**config.mk**
```make
export PLATFORM = sky130hd
export DESIGN_NAME = dual_heartbeat_watchdog
export DESIGN_NICKNAME = d
export VERILOG_FILES = /design/src/hbwd_pkg.sv /design/src/dual_heartbeat_watchdog.sv
export SDC_FILE = /design/constraint.sdc
export NUM_CORES = 1
export LEC_CHECK = 0
export ABC_AREA = 1
export BUFFER_PORTS_ARGS = -buffer_cell sky130_fd_sc_hd__buf_4
export CAP_MARGIN = 20
export CORE_ASPECT_RATIO = 2
export CORE_UTILIZATION = 25
export CTS_BUF_LIST = sky130_fd_sc_hd__clkbuf_4 sky130_fd_sc_hd__clkbuf_8
export DETAILED_ROUTE_END_ITERATION = 10
export GPL_TIMING_DRIVEN = 0
export HOLD_SLACK_MARGIN = 0.15
export PLACE_DENSITY = 0.44
export SLEW_MARGIN = 20
export SYNTH_ARGS = -nofsm -noshare
export SYNTH_HDL_FRONTEND = slang
export SYNTH_SLANG_ARGS = --single-unit
```
**constraint.sdc**
```tcl
create_clock -name clk -period 3.1 [get_ports clk]
set_input_delay 0.62 -clock clk [delete_from_list [all_inputs] [get_ports clk]]
set_output_delay 0.62 -clock clk [all_outputs]
set_load 0.02 [all_outputs]
```
**src/hbwd_pkg.sv**
```systemverilog
// Shared types and constants for the dual heartbeat watchdog.
package hbwd_pkg;

  // Configuration port geometry.
  localparam int CFG_IDX_W  = 2;
  localparam int CFG_DATA_W = 16;

  // Register indexes.
  localparam logic [CFG_IDX_W-1:0] REG_TIMEOUT_LIMIT = 2'd0;
  localparam logic [CFG_IDX_W-1:0] REG_WATCHED_STATE = 2'd1;

  // Field widths fixed by the interface.
  localparam int SEQ_W   = 32;
  localparam int MODE_W  = 8;
  localparam int LIMIT_W = 16;

  // Register reset values.
  localparam logic [LIMIT_W-1:0] TIMEOUT_LIMIT_RST = 16'd60000;
  localparam logic [MODE_W-1:0]  WATCHED_STATE_RST = 8'd3;

  // Latched trip cause.
  typedef enum logic [1:0] {
    CAUSE_NONE   = 2'd0,
    CAUSE_KERNEL = 2'd1,
    CAUSE_WORKER = 2'd2
  } cause_t;

endpackage

```
**src/dual_heartbeat_watchdog.sv**
```systemverilog
// Dual heartbeat watchdog: checks a kernel pet sequence and a worker heartbeat per poll tick.
//
//   Channel   Direction  Handshake               Payload
//   -------   ---------  ----------------------  ------------------------------------------
//   in        sink       in_valid / in_ready     kernel_seq, worker_seq, worker_mode
//   out       source     out_valid / out_ready   tripped, trip_cause, seen_kernel_seq,
//                                                seen_worker_seq, pet_total
//   cfg       sink       cfg_we (no wait)        cfg_index, cfg_data
//
// One poll tick is one beat. The whole update for a tick is a compare, a saturating
// increment and a limit compare per channel, done in the cycle the beat is accepted,
// so a new beat can be taken every cycle unless the output stalls: the rate is one tick per clock.
// The state registers double as the result register; out_valid marks a result that
// has not yet been taken, and a new input beat is taken whenever that slot is empty
// or is being emptied in the same cycle, so only a stalled output holds the input off.
// Reset (rst, synchronous, active high) clears all state and restores the register reset
// values; there is no clearing pass.
module dual_heartbeat_watchdog #(
  parameter int COUNT_WIDTH = 16
) (
  input  logic                              clk,
  input  logic                              rst,

  input  logic                              in_valid,
  output logic                              in_ready,
  input  logic [hbwd_pkg::SEQ_W-1:0]        kernel_seq,
  input  logic [hbwd_pkg::SEQ_W-1:0]        worker_seq,
  input  logic [hbwd_pkg::MODE_W-1:0]       worker_mode,

  output logic                              out_valid,
  input  logic                              out_ready,
  output logic                              tripped,
  output logic [1:0]                        trip_cause,
  output logic [hbwd_pkg::SEQ_W-1:0]        seen_kernel_seq,
  output logic [hbwd_pkg::SEQ_W-1:0]        seen_worker_seq,
  output logic [hbwd_pkg::SEQ_W-1:0]        pet_total,

  input  logic                              cfg_we,
  input  logic [hbwd_pkg::CFG_IDX_W-1:0]    cfg_index,
  input  logic [hbwd_pkg::CFG_DATA_W-1:0]   cfg_data
);

  // The limit compare runs at whichever is wider, the count or the limit, so that a
  // limit at or above the count ceiling can never be exceeded.
  localparam int CMP_W = (COUNT_WIDTH > hbwd_pkg::LIMIT_W) ? COUNT_WIDTH : hbwd_pkg::LIMIT_W;

  // Configuration registers.
  logic [hbwd_pkg::LIMIT_W-1:0] timeout_limit;
  logic [hbwd_pkg::MODE_W-1:0]  watched_state;

  // Watchdog state.
  logic                         primed;
  logic                         halted;
  hbwd_pkg::cause_t             cause;
  logic [hbwd_pkg::SEQ_W-1:0]   last_kernel;
  logic [hbwd_pkg::SEQ_W-1:0]   prev_worker;
  logic [COUNT_WIDTH-1:0]       kernel_count;
  logic [COUNT_WIDTH-1:0]       worker_count;
  logic [hbwd_pkg::SEQ_W-1:0]   pets;

  logic                         primed_next;
  logic                         halted_next;
  hbwd_pkg::cause_t             cause_next;
  logic [hbwd_pkg::SEQ_W-1:0]   last_kernel_next;
  logic [hbwd_pkg::SEQ_W-1:0]   prev_worker_next;
  logic [COUNT_WIDTH-1:0]       kernel_count_next;
  logic [COUNT_WIDTH-1:0]       worker_count_next;
  logic [hbwd_pkg::SEQ_W-1:0]   pets_next;

  logic                         in_beat;
  logic                         out_beat;

  // Per-channel tick evaluation.
  logic                         kernel_same;
  logic [COUNT_WIDTH-1:0]       kernel_inc;
  logic                         kernel_trip;
  logic                         worker_same;
  logic                         worker_watch;
  logic [COUNT_WIDTH-1:0]       worker_inc;
  logic                         worker_trip;

  assign in_beat  = in_valid && in_ready;
  assign out_beat = out_valid && out_ready;
  assign in_ready = !out_valid || out_ready;

  // Idle counts saturate at all ones instead of wrapping.
  assign kernel_inc = (&kernel_count) ? kernel_count : kernel_count + COUNT_WIDTH'(1);
  assign worker_inc = (&worker_count) ? worker_count : worker_count + COUNT_WIDTH'(1);

  assign kernel_same  = (kernel_seq == last_kernel);
  assign kernel_trip  = kernel_same && (CMP_W'(kernel_inc) > CMP_W'(timeout_limit));
  assign worker_same  = (worker_seq == prev_worker);
  assign worker_watch = (worker_mode == watched_state);
  assign worker_trip  = worker_same && worker_watch &&
                        (CMP_W'(worker_inc) > CMP_W'(timeout_limit));

  // Next state for one accepted tick. The kernel channel is checked first; when it
  // trips, the worker channel is left untouched on that tick.
  always_comb begin
    primed_next       = primed;
    halted_next       = halted;
    cause_next        = cause;
    last_kernel_next  = last_kernel;
    prev_worker_next  = prev_worker;
    kernel_count_next = kernel_count;
    worker_count_next = worker_count;
    pets_next         = pets;

    if (halted) begin
      // Frozen after a trip: only the pet total keeps moving.
      pets_next = pets + 32'd1;
    end else if (!primed) begin
      // First tick after reset just records both sequences.
      primed_next       = 1'b1;
      last_kernel_next  = kernel_seq;
      prev_worker_next  = worker_seq;
      kernel_count_next = '0;
      worker_count_next = '0;
      pets_next         = '0;
    end else begin
      if (!kernel_same) begin
        last_kernel_next  = kernel_seq;
        kernel_count_next = '0;
        pets_next         = pets + 32'd1;
      end else begin
        kernel_count_next = kernel_inc;
      end

      if (kernel_trip) begin
        halted_next = 1'b1;
        cause_next  = hbwd_pkg::CAUSE_KERNEL;
      end else if (!worker_same) begin
        // A new heartbeat clears the worker count whatever the mode.
        prev_worker_next  = worker_seq;
        worker_count_next = '0;
      end else if (worker_watch) begin
        worker_count_next = worker_inc;
        if (worker_trip) begin
          halted_next = 1'b1;
          cause_next  = hbwd_pkg::CAUSE_WORKER;
        end
      end
    end
  end

  always_ff @(posedge clk) begin
    if (rst) begin
      timeout_limit <= hbwd_pkg::TIMEOUT_LIMIT_RST;
      watched_state <= hbwd_pkg::WATCHED_STATE_RST;
    end else if (cfg_we) begin
      unique case (cfg_index)
        hbwd_pkg::REG_TIMEOUT_LIMIT: timeout_limit <= cfg_data;
        hbwd_pkg::REG_WATCHED_STATE: watched_state <= cfg_data[hbwd_pkg::MODE_W-1:0];
        default: ;
      endcase
    end
  end

  always_ff @(posedge clk) begin
    if (rst) begin
      primed       <= 1'b0;
      halted       <= 1'b0;
      cause        <= hbwd_pkg::CAUSE_NONE;
      last_kernel  <= '0;
      prev_worker  <= '0;
      kernel_count <= '0;
      worker_count <= '0;
      pets         <= '0;
    end else if (in_beat) begin
      primed       <= primed_next;
      halted       <= halted_next;
      cause        <= cause_next;
      last_kernel  <= last_kernel_next;
      prev_worker  <= prev_worker_next;
      kernel_count <= kernel_count_next;
      worker_count <= worker_count_next;
      pets         <= pets_next;
    end
  end

  // A result is pending from the tick that produced it until it is taken.
  always_ff @(posedge clk) begin
    if (rst) begin
      out_valid <= 1'b0;
    end else if (in_beat) begin
      out_valid <= 1'b1;
    end else if (out_beat) begin
      out_valid <= 1'b0;
    end
  end

  // The state after the last tick is the result itself.
  assign tripped         = halted;
  assign trip_cause      = cause;
  assign seen_kernel_seq = last_kernel;
  assign seen_worker_seq = prev_worker;
  assign pet_total       = pets;

  // Once tripped, the flag stays set until reset.
  a_trip_sticky: assert property (@(posedge clk) disable iff (rst)
    tripped |=> tripped)
    else $error("timeout flag cleared without reset");

  // A cause is latched exactly when the block has tripped.
  a_cause_matches: assert property (@(posedge clk) disable iff (rst)
    tripped == (trip_cause != hbwd_pkg::CAUSE_NONE))
    else $error("trip cause disagrees with timeout flag");

  // While frozen, each accepted tick moves the pet total by exactly one.
  a_frozen_pets: assert property (@(posedge clk) disable iff (rst)
    (in_beat && tripped) |=> (pet_total == $past(pet_total) + 32'd1))
    else $error("pet total did not advance by one while frozen");

  // Recorded sequences change only on an accepted tick.
  a_seq_hold: assert property (@(posedge clk) disable iff (rst)
    !in_beat |=> ($stable(seen_kernel_seq) && $stable(seen_worker_seq)))
    else $error("recorded sequence changed without an input beat");

endmodule

```
==> results by group, run 1 <==
Outcome
  – Status: completed

Timing
  – Worst Hold Margin: 0.3401 ns
  – Relative slew slack: 0.5435
  – Worst Tran Pin Value: 0.6847 ns
  – Clock skew: 0.01816 ns
  – Final setup fails: 0
  – Max Transition Viols Final: 0
  – Final period demand of the worst path: 3.004 ns
  – FMAX: 0.3329 GHz
  – RSZ-0062 raised after global routing: true
  – Final period util: 0.9690
  – Final hold viol count: 0

Synthesis
  – Synth Register Bits: 157
  – Synth Flop Type: dfxtp_1
  – Yosys cell types: 38
  – Syn. warnings: 0
  – Sequential area share after synthesis: 0.3231
  – Synth Instances: 1,567
  – Netlist area before placement: 9727 sq um
  – EDFF count, synth: 0
  – Synth async-reset ratio: 0
  – Post-Syn Nets: 1,697
  – Mean Syn Cell Area: 6.207 sq um

Placed design
  – Cell total after placement: 2,277
  – Post-detail-place hpwl: 28.47 mm
  – GPL Wtd Cong: 0.9074
  – PortBufs: 195

Floorplan
  – Die Span Y: 281.0 microns
  – Full die area: 39,750 sq um
  – Core area: 38,160 sq um
  – Initial core utilization: 0.2549
  – Row count: 101
  – IO Count: 196
  – Die width: 141.5 microns

Global route
  – Vias in the first global route: 10,190
  – GRT overflow: 0
  – GRT Overall Usage: 0.1799
  – Antenna violations before repair: 5
  – Global-route wire length before repair: 54.00 mm
  – Largest net degree at the start of global routing: 17

CTS
  – CTS Root Cell: clkbuf_8
  – H-tree Lvls: 4
  – Clock tree buffer depth: 2
  – Clock slew at reported path FFs: 0.09 ns
  – Worst skew pair latency: 0.50 ns
  – CTS tree: yes
  – CTS buffer count: 17
  – Clock sink total: 157

Finish
  – Layout Nets: 1,939
  – P&R area growth vs syn: 34.14%
  – Layout cell share with drive strength beyond 1: 0.2272
  – Fin cells: 2,339
  – Fill count: 4,330

Critical path
  – Top Family by Delay on Critical Path: simple AND/OR/NAND/NOR gates
  – Slowest cell on crit path: dfxtp_2
  – Worst path max stage delay: 0.37 ns
  – Setup crit end kind: flip-flop
  – Crit Path Category: reg2reg
  – Crit start category: flip-flop
  – CP arrival: 3.43 ns
  – Required time of the critical path: 3.52 ns
  – Buf+Inv Stages, Crit Path: 4
  – CP cell instances: ha_4 -> nand2_4 -> nor3_4 -> and2_4 -> nand4_1 -> nor2_2 -> buf_4 -> a21oi_4 -> ha_4 -> nand2_4 -> nor2_4 -> nand2_4 -> nor2_4 -> inv_2 -> nand4_4 -> inv_2 -> nor2_4 -> buf_6 -> nor2_2 -> nor2_1
  – Crit-path max FO: 6

Power
  – Pwr Total: 4.932 mW
  – Max IR drop VDD: 0.2688 mV
  – Power density over the cells: 378.0 nW/um^2
  – Leakage: 5.936 nW

Routing
  – Detailed Routing Iterations Pass 1: 7
  – Detail Route Antenna Nets: 0
  – Final wirelength: 35.64 mm
  – DRC: 0
  – Initial DRC count: 343
  – Vias: 10,410
  – Routed wire length per instance: 15.24 microns
  – Routed vias/inst: 4.451

Min path
  – Hold Crit Class: in2reg

Flow run
  – MaxCap Viol Count: 0
-- state kept, by name, summed over array words and instances, names as in the netlist --
register / flops
timeout_limit: 16
watched_state: 8
seen_kernel_seq: 32
trip_cause: 2
seen_worker_seq: 32
tripped: 1
worker_count: 16
pet_total: 32
kernel_count: 16
primed: 1
out_valid: 1
-- routing by layer --
layer	share of wire	up-vias	GRT usage
li1	-	5424	-
met3	0.033	42	0.03152
met1	0.35	4738	0.1659
met4	0.023	6	0.06369
met5	0.0012	-	0
met2	0.59	202	0.3788
-- cell type report --
class	count	area, sq um	share of cell area
antenna	2	5.005	0.0003836
buffer	59	370.4	0.02839
clock buffer	18	241.5	0.01851
clock inverter	14	186.4	0.01429
inverter	183	696.9	0.05341
multi-input combinational	1168	6012	0.4608
sequential	157	3171	0.2430
tap	515	644.4	0.04939
timing repair buffer	223	1720	0.1319
-- cells in the mapped netlist, types with 2 or more instances --
| cell type | n | area share |
|---|---|---|
| nor2_1 | 253 | 0.098 |
| buf_2 | 24 | 0.012 |
| nand3_1 | 82 | 0.042 |
| inv_1 | 169 | 0.065 |
| buf_1 | 3 | 0.0012 |
| o211ai_1 | 7 | 0.0054 |
| nor3_1 | 19 | 0.0098 |
| o21ai_1 | 7 | 0.0036 |
| dfxtp_1 | 157 | 0.32 |
| clkbuf_1 | 25 | 0.0096 |
| nand2_2 | 3 | 0.0019 |
| nor2_4 | 3 | 0.0035 |
| o21ai_0 | 52 | 0.027 |
| xor2_1 | 44 | 0.040 |
| buf_6 | 4 | 0.0046 |
| nand3b_1 | 7 | 0.0054 |
| nand4_1 | 28 | 0.018 |
| a31oi_1 | 2 | 0.0013 |
| nand2_1 | 458 | 0.18 |
| buf_4 | 3 | 0.0023 |
| a21oi_1 | 132 | 0.068 |
| nor2_2 | 3 | 0.0019 |
| xnor2_1 | 19 | 0.017 |
| ha_1 | 35 | 0.045 |
| o21bai_1 | 3 | 0.0023 |
| inv_2 | 13 | 0.0050 |
-- timing repair --
action	4_1_cts	5_1_grt
setup endpoints to repair	51	51
setup buffers	13	12
gates cloned	1	2
hold buffers	0	0
resized for setup	60	97
pin swaps	18	31
-- report_power, final --
part           internal (mW)  switching (mW)
Combinational          0.404           0.583
Sequential              2.12          0.0954
Clock                  0.821           0.911
Total                   3.34            1.59
-- through the flow --
stage,setup WS [ns],TNS (ns),instance area (sq um),util
2_1_floorplan,0.2803,0,9727,-
3_3_place_gp,-0.7253,-29.08,11840,0.3101
3_5_place_dp,-0.7034,-30.34,11840,0.3101
4_1_cts,-0.001983,-0.004679,12570,0.3295
5_1_grt,-0.07647,-2.055,13050,0.3419
6_report,0.09604,0,13050,0.3419
-- cells in the final DEF (no fill, tap or decap), types with 6 or more instances in the layout --
master / netlist / routed
nor2_2: 3 / 33
nor3_1: 19 / 15
nand3_2: 1 / 8
o21ai_0: 52 / 51
nor2_1: 253 / 214
buf_6: 4 / 11
nand3b_1: 7 / 7
dfxtp_1: 157 / 139
nand2_4: 0 / 6
dfxtp_2: 0 / 16
clkbuf_8: 0 / 18
nand2_2: 3 / 7
inv_1: 169 / 166
ha_1: 35 / 30
nand4_1: 28 / 28
inv_2: 13 / 14
a21oi_2: 0 / 8
o21ai_1: 7 / 7
nand3_1: 82 / 75
clkbuf_1: 25 / 24
xor2_1: 44 / 44
buf_4: 3 / 220
buf_2: 24 / 18
xnor2_1: 19 / 18
nor2_4: 3 / 12
o211ai_1: 7 / 7
a21oi_1: 132 / 122
nand2_1: 458 / 448
-- worst register-to-register path: cells and delay by family (launching register included) --
family          cells  cell delay (ns)
compound gates      1             0.04
fa+ha+maj           2             0.44
simple gates       13             1.64
buf+inv             4             0.45
flops               1             0.37
-- path summary, 6_finish.rpt --
path                                start                              to  slack (ns)  cells past startpoint
max          kernel_count[0]$_SDFFE_PP0P_    worker_count[7]$_SDFFE_PP0P_         0.1                     20
min                          cfg_data[13]  timeout_limit[13]$_SDFFE_PP1P_        0.34                      3
max reg2reg  kernel_count[0]$_SDFFE_PP0P_    worker_count[7]$_SDFFE_PP0P_         0.1                     20
min reg2reg    trip_cause[1]$_SDFFE_PP0P_      trip_cause[1]$_SDFFE_PP0P_        0.48                      2
-- kinds of logic (layout without fill, tap and decap cells) --
logic type,after synthesis,count (layout),share of synthesized area
buf+inv,242,497,0.1007
xor+xnor,63,63,0.05673
fa+ha+maj,35,35,0.04502
simple gates,865,865,0.3656
compound gates,205,205,0.1088
flops,157,157,0.3231
other cells,0,2,0
Note: power is estimated with default switching activity, not from simulation.
==> run 2, diff against run 1 <==
--- a/config.mk
+++ b/config.mk
@@ -9,13 +9,14 @@
 export BUFFER_PORTS_ARGS = -buffer_cell sky130_fd_sc_hd__buf_4
 export CAP_MARGIN = 20
 export CORE_ASPECT_RATIO = 2
+export CORE_MARGIN = 2
 export CORE_UTILIZATION = 25
 export CTS_BUF_LIST = sky130_fd_sc_hd__clkbuf_4 sky130_fd_sc_hd__clkbuf_8
 export DETAILED_ROUTE_END_ITERATION = 10
 export GPL_TIMING_DRIVEN = 0
 export HOLD_SLACK_MARGIN = 0.15
 export PLACE_DENSITY = 0.44
-export SLEW_MARGIN = 20
+export SLEW_MARGIN = 40
 export SYNTH_ARGS = -nofsm -noshare
 export SYNTH_HDL_FRONTEND = slang
 export SYNTH_SLANG_ARGS = --single-unit
==> run 2 against run 1 <==
Against the previous run: cell count fell by 0.17%; register-to-register slack improved by 0.04 ns; clock power fell by 2%; maximum frequency rose by 1.2%; cell area fell by 1.4%; clock skew rose by 0.0021 ns; critical path depth rose by 1.
==> results by group, run 2 (synthesis gave the netlist of run 1 again) <==
Finish
  – Final Cell Area: 12,860 sq um
  – Most common cell after layout, fill and taps aside: nand2_1
  – Multi-input logic area: 5946 sq um
  – Layout Nets: 1,931
  – Layout cell share with drive strength beyond 1: 0.2166
  – Seq. cell area: 3168 sq um
  – Most frequent cells in the layout: nand2_1 (446), nor2_1 (225), buf_4 (215)
  – Fill count: 4,316
  – P&R area growth vs syn: 32.24%

Timing
  – Max Transition Viols Final: 0
  – Final setup fails: 0
  – Worst Tran Pin Value: 0.7508 ns
  – RSZ-0062 raised after global routing: true
  – Relative slew slack: 0.4995
  – Final period demand of the worst path: 2.967 ns
  – Final period util: 0.9572
  – Clock skew: 0.02025 ns
  – Final WS setup: 0.1326 ns
  – FMAX: 0.3370 GHz
  – Final hold viol count: 0

Critical path
  – Crit Path Category: reg2reg
  – Required time of the critical path: 3.49 ns
  – Setup crit end kind: flip-flop
  – Buf+Inv Stages, Crit Path: 4
  – Crit-path max FO: 10
  – Slowest cell on crit path: dfxtp_4
  – CP arrival: 3.36 ns
  – Worst path max stage delay: 0.37 ns
  – CP cell instances: ha_4 -> nand2_4 -> nor3_4 -> and2_4 -> nand4_1 -> nor2_2 -> buf_4 -> a21oi_2 -> ha_1 -> nand2_2 -> nor2_4 -> nand2_4 -> inv_2 -> nand2_2 -> nand2_4 -> nand4_4 -> nand2_2 -> inv_4 -> buf_8 -> nor2_1 -> nor2_1
  – Top Family by Delay on Critical Path: simple AND/OR/NAND/NOR gates
  – Crit start category: flip-flop

Floorplan
  – Die width: 143.5 microns
  – Die Span Y: 283.0 microns
  – Core area: 38,540 sq um
  – Initial core utilization: 0.2524
  – IO Count: 196
  – Row count: 102
  – Full die area: 40,600 sq um

Routing
  – Final wirelength: 35.36 mm
  – Vias: 10,230
  – DRC: 0
  – Routed wire length per instance: 15.14 microns
  – Routed vias/inst: 4.382
  – Detailed Routing Iterations Pass 1: 4
  – Initial DRC count: 504
  – Detail Route Antenna Nets: 0

CTS
  – CTS buffer count: 17
  – Clock tree buffer depth: 2
  – Clock sink total: 157
  – Clock slew at reported path FFs: 0.09 ns
  – H-tree Lvls: 4
  – Worst skew pair latency: 0.50 ns
  – CTS Root Cell: clkbuf_8
  – CTS tree: yes

Global route
  – Antenna violations before repair: 3
  – Global-route wire length before repair: 54.85 mm
  – GRT overflow: 0
  – Largest net degree at the start of global routing: 17
  – Vias in the first global route: 10,360
  – GRT Overall Usage: 0.1748

Power
  – Psw: 1.581 mW
  – Switching share of total power: 0.3243
  – Max IR drop VDD: 0.2692 mV
  – Comb power frac: 0.198
  – Clock power share: 0.347
  – Power density over the cells: 378.9 nW/um^2
  – Leakage: 5.898 nW
  – Flop pwr share: 0.454
  – Internal power: 3.293 mW

Placed design
  – Post-DP Area: 11,840 sq um
  – PortBufs: 195
  – GPL Wtd Cong: 0.9073
  – Post-detail-place hpwl: 28.41 mm
  – Dpl ws: -0.7063 ns

Flow run
  – MaxCap Viol Count: 0

Outcome
  – Status: completed

Min path
  – Hold Crit Class: in2reg
run 2: cell types whose count changed in the layout (fill, tap and decap cells not counted), sizes merged:
cell	change
buf	-7
clkbuf	+2
bufinv	-1
clkinv	-1
clkinvlp	-1
diode	-1
run 2: layout make-up:
cell class,count,share of cell area
repair buffers,215,0.1284
inverters,183,0.05379
well taps,520,0.05058
multi-input cells,1168,0.4623
clock buffers,21,0.02150
flip-flops and latches,157,0.2463
plain buffers,59,0.02675
diodes,1,0.0001946
clock inverters,11,0.01021
run 2: path summary, 6_finish.rpt:
check	from	end	slack (ns)	depth (start not counted)
max	kernel_count[0]$_SDFFE_PP0P_	seen_worker_seq[28]$_SDFFE_PP0P_	0.13	21
min	cfg_data[14]	timeout_limit[14]$_SDFFE_PP1P_	0.34	3
max reg2reg	kernel_count[0]$_SDFFE_PP0P_	seen_worker_seq[28]$_SDFFE_PP0P_	0.13	21
min reg2reg	seen_kernel_seq[25]$_SDFFE_PP0P_	seen_kernel_seq[25]$_SDFFE_PP0P_	0.48	2
run 2: tightest hold or removal path: stages:
cell and delay (ns):
buf_4 0.08, nand2_1 0.04, o211ai_1 0.06
run 2: repair_timing:
action / in CTS / in global routing
gates resized for setup: 60 / 77
pin swaps: 16 / 26
buffers inserted: 13 / 5
gates cloned: 1 / 1
setup endpoints to repair: 51 / 51
hold endpoints to repair: 0 / 0
hold buffers: 0 / 0
run 2: stage by stage:
stage	total power [mW]	utilization	std cells	hold slack [ns]	setup TNS, ns
detailed placement	3.205	0.3072	2282	0.4674	-29.66
global placement	3.194	0.3072	2282	0.4628	-28.00
finish	4.874	0.3337	2335	0.3398	0
global route	5.138	0.3337	2335	0.3126	-3.299
CTS	4.935	0.3260	2328	0.2983	0
floorplan	2.789	-	1567	0.4434	0
run 2: layer usage:
metal	vias to the layer above	share of wire	track usage	routed length, microns
met5	-	0.00093	0	33
met4	4	0.027	0.06201	964
met3	44	0.041	0.03650	1449
met2	183	0.57	0.3502	20180
met1	4595	0.36	0.1690	12740
li1	5406	-	-	-
run 2: power groups by stage:
stage               clock (mW)  sequential, mW  combinational, mW
floorplan                    0            2.32              0.465
global placement             0            2.25              0.940
detailed placement           0            2.26              0.948
CTS                       1.76            2.21              0.965
global route              1.82            2.23               1.09
finish                    1.69            2.21              0.966
==> run 3, diff against run 2 <==
--- a/config.mk
+++ b/config.mk
@@ -5,7 +5,6 @@
 export SDC_FILE = /design/constraint.sdc
 export NUM_CORES = 1
 export LEC_CHECK = 0
-export ABC_AREA = 1
 export BUFFER_PORTS_ARGS = -buffer_cell sky130_fd_sc_hd__buf_4
 export CAP_MARGIN = 20
 export CORE_ASPECT_RATIO = 2
==> run 3 against run 2 <==
Against the previous run: hold slack better by 0.019 ns; global-route usage fell by 0.73 points; worst setup slack worse by 0.92 ns; clock power down 10%; largest power group unchanged; critical path depth decreased by 3; register-to-register slack got worse by 0.92 ns; clock-buffer cell count rose by 1; largest cell class unchanged; maximum frequency fell by 24%; utilization increased by 1.7 points; the flow now finishes with violations (setup timing); critical endpoint is now worker_count[8]$_SDFFE_PP0P_; first-iteration DRC count down 24%; sequential power is 3% lower.
==> results by group, run 3 <==
Floorplan
  – Core area: 32,930 sq um
  – Full die area: 35,100 sq um
  – Initial core utilization: 0.2545
  – Die Span Y: 263.0 microns
  – Row count: 94
  – IO Count: 196
  – Die width: 133.5 microns

Outcome
  – Failing checks: setup timing
  – Status: complete, but fails checks

Synthesis
  – Synth async-reset ratio: 0
  – Synth Flop Type: dfxtp_1
  – Post-Syn Nets: 1,082
  – Netlist area before placement: 8382 sq um
  – Sequential area share after synthesis: 0.3750
  – Top-area cell type share of the netlist area: 0.3750
  – Count leader, synth: dfxtp_1
  – Synth top cells by count: dfxtp_1 (157), nor2_1 (127), xnor2_1 (90)
  – Synth Instances: 952
  – Yosys cell types: 56
  – EDFF count, synth: 0
  – Area leader, netlist: dfxtp_1
  – Syn. warnings: 0
  – Synth Register Bits: 157
  – Mean Syn Cell Area: 8.804 sq um
  – Largest cells by area after synthesis: dfxtp_1 (37%), xnor2_1 (9.4%), mux2i_1 (8.7%)

CTS
  – Clock tree buffer depth: 2
  – Clock slew at reported path FFs: 0.09 ns
  – CTS Root Cell: clkbuf_8
  – Hold buffers post-CTS: 0
  – H-tree Lvls: 4
  – Worst skew pair latency: 0.50 ns
  – CTS tree: yes
  – CTS buffer count: 17
  – Clock sink total: 157

Timing
  – Worst Hold Margin: 0.3584 ns
  – Final hold viol count: 0
  – FMAX: 0.2572 GHz
  – RSZ-0062 raised after global routing: true
  – Final setup fails: 51
  – Worst Tran Pin Value: 0.8178 ns
  – Relative slew slack: 0.4506
  – Max Transition Viols Final: 0
  – Final WS setup: -0.7876 ns
  – Final period demand of the worst path: 3.888 ns
  – Final period util: 1.254
  – Clock skew: 0.01642 ns

Routing
  – Routed wire length per instance: 17.69 microns
  – DRC: 0
  – Initial DRC count: 382
  – Routed vias/inst: 4.738
  – Detail Route Antenna Nets: 0
  – Detailed Routing Iterations Pass 1: 5
  – Final wirelength: 29.24 mm
  – Vias: 7,832

Global route
  – GRT overflow: 0
  – Vias in the first global route: 8,010
  – GRT Overall Usage: 0.1675
  – Global-route wire length before repair: 44.88 mm
  – Antenna violations before repair: 1
  – Largest net degree at the start of global routing: 17

Min path
  – Hold Crit Class: in2reg

Critical path
  – Crit-path max FO: 4
  – CP arrival: 4.31 ns
  – Crit Path Category: reg2reg
  – Setup crit end kind: flip-flop
  – Required time of the critical path: 3.52 ns
  – Crit start category: flip-flop

Power
  – Max IR drop VDD: 0.3207 mV
  – Power density over the cells: 379.3 nW/um^2
  – Leakage: 4.873 nW
  – Pwr Total: 4.378 mW

Flow run
  – MaxCap Viol Count: 0

Placed design
  – GPL Wtd Cong: 0.7955
  – Cell total after placement: 1,578
  – PortBufs: 194
  – Post-detail-place hpwl: 22.52 mm

Finish
  – Most frequent cells in the layout: buf_4 (230), dfxtp_1 (144), nor2_1 (122)
  – Fill count: 3,532
  – Fin cells: 1,653
  – Layout Nets: 1,337
  – Most common cell after layout, fill and taps aside: buf_4
  – Final Core Density: 0.3505
  – P&R area growth vs syn: 37.69%
  – Layout cell share with drive strength beyond 1: 0.2877
## run 3: layer usage
layer	track usage	wire length [microns]
met4	0.08597	1227
met2	0.3390	17200
met1	0.1536	9828
met5	0	0
met3	0.03009	984
## run 3: path summary, 6_finish.rpt
| check | startpoint | to | slack, ns | depth (start not counted) |
|---|---|---|---|---|
| max reg2reg | kernel_count[9]$_SDFFE_PP0P_ | worker_count[8]$_SDFFE_PP0P_ | -0.79 | 18 |
| min | cfg_data[13] | timeout_limit[13]$_SDFFE_PP1P_ | 0.36 | 3 |
| max | kernel_count[9]$_SDFFE_PP0P_ | worker_count[8]$_SDFFE_PP0P_ | -0.79 | 18 |
| min reg2reg | timeout_limit[12]$_SDFFE_PP0P_ | timeout_limit[12]$_SDFFE_PP0P_ | 0.46 | 2 |
## run 3: timing repair
| item | in CTS | in global routing |
|---|---|---|
| buffers inserted | 24 | 23 |
| pin swaps | 18 | 17 |
| endpoints found under the setup margin | 51 | 51 |
| gates resized for setup | 53 | 44 |
| gates cloned | 3 | 0 |
## run 3: cell families after synthesis
family	count (synthesis)	synth area share
AND/OR/NAND/NOR	354	0.2112
multiplexers	80	0.09703
XOR/XNOR	124	0.1296
adder cells (fa/ha/maj)	35	0.05225
flip-flops	157	0.3750
AO/OA/AOI/OAI	124	0.09584
buffers and inverters	78	0.03911
## run 3: area by class of cell
type | instances | area, sq um | area share
clock inverters | 10 | 78.83 | 0.006830
multi-input cells | 717 | 5210 | 0.4514
diodes | 1 | 2.502 | 0.0002168
inverters | 29 | 108.9 | 0.009432
repair buffers | 239 | 1878 | 0.1627
well taps | 432 | 540.5 | 0.04683
plain buffers | 46 | 257.7 | 0.02233
clock buffers | 22 | 290.3 | 0.02515
flip-flops and latches | 157 | 3174 | 0.2750
## run 3: where the power goes
group	leakage [nW]	internal, mW	total [mW]	switching [mW]
Sequential	1.29	2.08	2.14	0.0576
Clock	0.192	0.648	1.52	0.871
Combinational	3.39	0.344	0.723	0.379
Total	4.87	3.07	4.38	1.31
## run 3: per-stage QoR
stage	setup WS, ns	TNS, ns	area (sq um)
final	-0.7876	-33.53	11540
after global routing	-0.8887	-39.19	11540
after CTS	-0.7553	-34.53	11280
after detailed placement	-1.063	-52.72	10470
after global placement	-1.060	-53.04	10470
after floorplan	-0.5460	-23.48	8473
## run 3: critical path: stages (launching register included)
cell	delay (ns)
dfxtp_4	0.37
and4_4	0.25
nand3_4	0.09
or3_4	0.42
nor2b_4	0.14
and2_4	0.15
xor2_2	0.14
ha_1	0.32
buf_4	0.14
buf_4	0.13
a221oi_4	0.30
o221a_4	0.25
buf_4	0.11
buf_6	0.08
o31ai_4	0.08
buf_4	0.18
buf_6	0.12
or4_4	0.40
o22ai_1	0.15
